**src/rtl/fsf_pkg.sv**
```systemverilog
// fsf_pkg: shared constants for the framebuffer shape fill engine
// sizes of the frame store, field widths, command and register codes
// no dependencies
package fsf_pkg;

  localparam int MAX_WIDTH  = 256;
  localparam int MAX_HEIGHT = 256;
  localparam int PIXEL_BITS = 32;

  localparam int DEPTH  = MAX_WIDTH * MAX_HEIGHT;
  localparam int ADDR_W = $clog2(DEPTH);
  localparam int XW     = $clog2(MAX_WIDTH);
  localparam int YW     = $clog2(MAX_HEIGHT);
  localparam int DIM_W  = $clog2(MAX_WIDTH + 1);
  localparam int DIMH_W = $clog2(MAX_HEIGHT + 1);

  localparam int CFG_W     = 9;
  localparam int CFG_IDX_W = 1;
  localparam int FUNC_W    = 3;
  localparam int POS_W     = 16;
  localparam int SIZE_W    = 15;
  localparam int COLOR_W   = 32;

  // signed box bounds, shared multiplier operands and products
  localparam int BND_W  = 18;
  localparam int MUL_W  = 17;
  localparam int PROD_W = 2 * MUL_W;
  localparam int DIST_W = 32;

  localparam logic [FUNC_W-1:0] FN_FILL   = 3'd0;
  localparam logic [FUNC_W-1:0] FN_RECT   = 3'd1;
  localparam logic [FUNC_W-1:0] FN_CRECT  = 3'd2;
  localparam logic [FUNC_W-1:0] FN_CIRCLE = 3'd3;
  localparam logic [FUNC_W-1:0] FN_READ   = 3'd4;

  localparam logic [CFG_IDX_W-1:0] CFG_FRAME_WIDTH  = 1'd0;
  localparam logic [CFG_IDX_W-1:0] CFG_FRAME_HEIGHT = 1'd1;

  localparam logic [CFG_W-1:0] FRAME_WIDTH_RST  = 9'd256;
  localparam logic [CFG_W-1:0] FRAME_HEIGHT_RST = 9'd256;

endpackage

```
**src/rtl/fsf_mul.sv**
```systemverilog
// fsf_mul: shared signed multiplier with registered product
// depends on fsf_pkg for operand widths
module fsf_mul (
  input  logic                              clk,
  input  logic signed [fsf_pkg::MUL_W-1:0]  a,
  input  logic signed [fsf_pkg::MUL_W-1:0]  b,
  output logic signed [fsf_pkg::PROD_W-1:0] p
);

  always_ff @(posedge clk) begin
    p <= a * b;
  end

endmodule

```
**config.mk**
```make
export PLATFORM = sky130hd
export DESIGN_NAME = fsf_mul
export DESIGN_NICKNAME = d
export VERILOG_FILES = /design/src/rtl/fsf_pkg.sv /design/src/rtl/fsf_mul.sv
export SDC_FILE = /design/constraint.sdc
export NUM_CORES = 1
export LEC_CHECK = 0
export BUFFER_PORTS_ARGS = -buffer_cell sky130_fd_sc_hd__buf_2
export CAP_MARGIN = 20
export CORE_ASPECT_RATIO = 0.8
export CORE_MARGIN = 2
export CORE_UTILIZATION = 58
export CTS_CLUSTER_SIZE = 10
export DETAILED_ROUTE_END_ITERATION = 16
export PLACE_DENSITY = 0.8
export SYNTH_ARGS = -nofsm -noshare
export SYNTH_HDL_FRONTEND = slang
export SYNTH_SLANG_ARGS = --single-unit
export TNS_END_PERCENT = 20
```
**constraint.sdc**
```tcl
create_clock -name clk -period 6 [get_ports clk]
set_input_delay 0.6 -clock clk [delete_from_list [all_inputs] [get_ports clk]]
set_output_delay 0.6 -clock clk [all_outputs]
set_load 0.005 [all_outputs]
```
Yosys cells after proc, flatten, opt, wreduce, memory -nomap -nowiden
Index checks and enable logic that the tools add are counted.
{ "classes": {"n_shift": 0, "multipliers": 1, "n_reduce_logical": 0, "n_eq_ne": 0, "muxes": 0, "magnitude_cmp": 0, "add_sub_neg": 0, "n_div": 0, "bitwise": 0} }
{ "op_table": {"columns": ["cell", "n"], "rows": [
  ["17-bit by 17-bit multiplier with 34-bit output", 1]
]} }
{ "word_totals": {"memories": 0, "output_inout_bits": 34, "mem_bits_ro": 0, "latch_bits": 0, "ff_bits": 34, "mem_bits_rw": 0} }

Logic depth before layout (Yosys ltp)
{ "logic_depth": {"word_depth": 1, "ltp_mapped": 24, "mapped_depth_nobuf": 22} }

Worst setup path after synthesis
Ideal clock, no wire load.
{ "synth_timing": {"path_kind": "input to register", "from": "input port b[8] in the netlist's numbering", "to": "register p[31] in the netlist's numbering", "setup_ps": 123, "arrival_ps": 6315, "cell_stages": 24, "setup_slack_ps": -438, "cell_sequence": "clkbuf_1 clkbuf_1 nand2_1 fa_1 inv_1 fa_1 inv_1 fa_1 inv_1 fa_1 fa_1 inv_1 fa_1 inv_1 ha_1 buf_6 a21oi_2 nand2_1 a221oi_2 a311oi_1 or4b_4 a31oi_4 o21bai_1 xor2_1"} }
{ "synth_between": {"elab_chain_cells": 1} }
{ "synth_rtl": {"columns": ["item", "line", "source"], "rows": [
  ["start, declared", "fsf_mul.sv:6", "input logic signed [fsf_pkg::MUL_W-1:0] b,"],
  ["17-bit by 17-bit multiplier with 34-bit output", "fsf_mul.sv:11", "p <= a * b;"],
  ["end signal, assigned", "fsf_mul.sv:11", null],
  ["end, declared", "fsf_mul.sv:7", "output logic signed [fsf_pkg::PROD_W-1:0] p"]
]} }
Every way passes these cells.

Worst setup path in the final report
{ "layout_timing": {"from": "input port b[6] in the netlist's numbering", "to": "register p[31] in the netlist's numbering"} }
The elaborated chain is that of the path after synthesis.

==> metrics.md <==
| Metric | Value |
|---|---|
| Outcome | `finished with violations` |
| Violated checks | `negative setup slack` |
| Max reg flops | `34` |
| WL met2 | `14.0 mm` |
| Post-synth EDFFs | `0` |
| Register area share after synthesis | `between 5 and 6%` |
| Max-Cap Viols | `0` |
| Routed WL per cell | `17.7 um` |
| Hold Fails Final Rpt | `0` |
| Hold wc startpoint | `b[0]` |
| Slowest CP cell | `or4b_4` |
| Io pins | `69` |
| Top cell type by total area after synthesis | `fa_1` |
| CP Data Arrival Time | `~6200 ps` |
| Mean Syn Cell Area | `between 9 and 10 um2` |
| Max Root-Sink Buffers | `2` |
| Largest stage delay, worst path | `between 500 and 600 ps` |
| DRT iter0 DRCs | `597` |
| Mapped cell area | `roughly 0.012 mm2` |
| Unrepaired setup endpoints after global routing | `yes` |
| DRT antenna net count | `0` |
| WS Path Type | `in2reg` |
| Fmax | `166 MHz` |
| Fin crit share | `100%` |
| DR vias/cell | `5.25` |
| Mapped Cells | `1,238` |
| Fin Setup TNS | `-26.4 ps` |
| Routed length on met1 | `around 12 mm` |
| Final WL | `between 20 and 30 mm` |
| CTS tree | `yes` |
| Setup ws final | `-26.4 ps` |
| Synth top area cells | `fa_1 51%, inv_1 10%, ha_1 9.1%` |
| Overall Global Routing Usage | `30.5%` |
| Detailed Place HPWL | `25.9 mm` |
| Reg with most FFs | `p` |
| Initial Util | `58.9%` |
| Area share of the largest cell type after synthesis | `50.9%` |
| Yosys reg bits | `34` |
| Buffers on Ports | `68` |
| Most frequent cells in the layout | `307 x inv_1, 289 x fa_1, 146 x and2_1, 142 x buf_4, 136 x nand2_1` |
| Startpoint Class | `primary input` |
| Pins Over Slew Limit | `0` |
| Core box area | `0.0197 mm2` |
| Worst Setup EP | `p[31]$_DFF_P_` |
| Via count | `8,856` |
| Post-route DRC | `0` |
| Area growth syn-to-layout | `18.1%` |
| Root buf cell | `clkbuf_16` |
| Antenna violations before repair | `0` |
| Layout cells sized above 1 | `19.0%` |
| Req. time, crit path | `approximately 6200 ps` |
| Fill count | `between 1,000 and 1,500` |
| Most used DFF post-synth | `dfxtp_1` |
| Chip width | `162 um` |
| Critical Path End Type | `flip-flop` |
| Netlist cell types | `50` |
| # rows | `46` |
| Vias in the first global route | `9,579` |
| Asr flop ratio synth | `0%` |
| Metal3 WL | `between 2 and 3 mm` |
| Drt pass-1 iters | `7` |
| Clock transition at path regs | `60 ps` |
| CTS Sinks | `34` |
| First-pass GRT wire length | `49.2 mm` |
| Antenna Cells | `0` |
| CTS Hold Buffers Added | `0` |
| GRT overflow | `0` |
| Cell mode on critical path | `fa_1` |
| H-Tree Depth | `2` |
| Most common cell after layout, fill and taps aside | `inv_1` |
| Worst-path maximum fanout | `8` |
| Net count, final | `1,837` |
| Top Metal Used | `met4` |
| Die ar. | `0.0212 mm2` |
| Slew HR | `41.1%` |
| Syn Nets | `1,654` |
| CP cell instances | `clkbuf_4, and2_1, fa_1, inv_1, fa_1, fa_1, inv_1, fa_1, fa_1, inv_1, fa_1, inv_1, ha_1, and4_4, nand2_1, a21o_1, a311oi_4, or4b_4, a31oi_4, o21bai_1, xor2_1` |
| Worst Hold Class | `in2reg` |
| Final GP Congestion | `0.930` |
| Setup-failing EPs final | `1` |
| Minimum clock period | `roughly 6000 ps` |
| Worst setup startpoint | `b[6]` |
| Cts bufs inserted | `5` |
| Largest regs | `p x34` |
| Largest net degree at the start of global routing | `15` |
| Worst slew pin tran | `874 ps` |
| Synthesis Warnings | `0` |
| Vert. Die Dim | `131 um` |
synthesized netlist by cell type, types with 2 or more instances:
cell,number
nand2b_1,3
clkbuf_1,39
a211oi_1,4
inv_1,311
o211ai_1,4
dfxtp_1,34
a21o_1,10
o21bai_1,2
o21a_1,6
nor3b_1,2
o2111ai_1,2
xnor2_1,26
ha_1,85
o21ai_0,16
nand3b_1,2
and2_1,148
nand2_1,142
and4_1,2
nor2b_1,4
nand3_1,8
nor3_1,4
fa_1,296
xor2_1,4
a31oi_1,4
a21oi_1,17
nand4_1,5
nor2_1,32
o21ai_1,3
and3_1,2
cell type report:
cell class	instances	area [um2]	share of cell area, %
multi-input cells	850	9810	71.4
flip-flops and latches	34	681	4.95
clock inverters	2	12.5	0.0911
inverters	311	1170	8.50
repair buffers	219	1600	11.6
well taps	264	330	2.40
clock buffers	6	139	1.01
critical path: cells and delay by family:
family	cells	cell delay, ps
fa+ha+maj	7	3250
simple gates	4	1100
compound gates	4	740
buf+inv	5	370
xor+xnor	1	140
per-layer routing:
| metal | vias up | track usage [%] |
|---|---|---|
| li1 | 3979 | - |
| met3 | 72 | 8.52 |
| met4 | 0 | 8.43 |
| met2 | 387 | 48.1 |
| met1 | 4418 | 42.1 |
| met5 | - | 0 |
timing repair:
| action | CTS | global route |
|---|---|---|
| buffers inserted | 3 | 4 |
| cloned | 0 | 0 |
| gates resized for setup | 23 | 55 |
| pin swaps | 13 | 33 |
| endpoints found under the setup margin | 6 | 15 |
per-stage QoR:
stage | cells | worst slack, ps | util, % | hold slack, ps | cell area, um2
after CTS | 1682 | -23.3 | 68.6 | 871 | 13500
final | 1686 | -26.4 | 69.6 | 878 | 13700
after floorplan | 1238 | -147 | - | 722 | 11700
after global placement | 1671 | -431 | 67.1 | 974 | 13300
after global routing | 1686 | -170 | 69.6 | 886 | 13700
after detailed placement | 1671 | -534 | 67.1 | 974 | 13300
cells by family (layout without fill, tap and decap cells):
kind of cell               Yosys count  count (layout)  share of synthesized area [%]
adders and majority gates          381             381                           60.1
buffers and inverters              354             538                           11.5
xor gates and xnor gates            30              30                           2.26
and+or+nand+nor                    356             356                           15.4
DFF                                 34              34                           5.85
muxes                                1               1                         0.0860
AOI/OAI and AO/OA                   82              82                           4.80
how the worst min path moves through the flow:
stage                         endpoint  slack (ps)  cells past startpoint
after floorplan           p[0]$_DFF_P_         720                      1
after global placement           p[10]         970                      1
after detailed placement         p[29]         970                      1
after CTS                 p[0]$_DFF_P_         870                      3
after global routing      p[0]$_DFF_P_         890                      3
final                     p[0]$_DFF_P_         880                      3
Power is not shown: default switching activity piles up to over one toggle a cycle in this logic, so the estimate is an artifact.
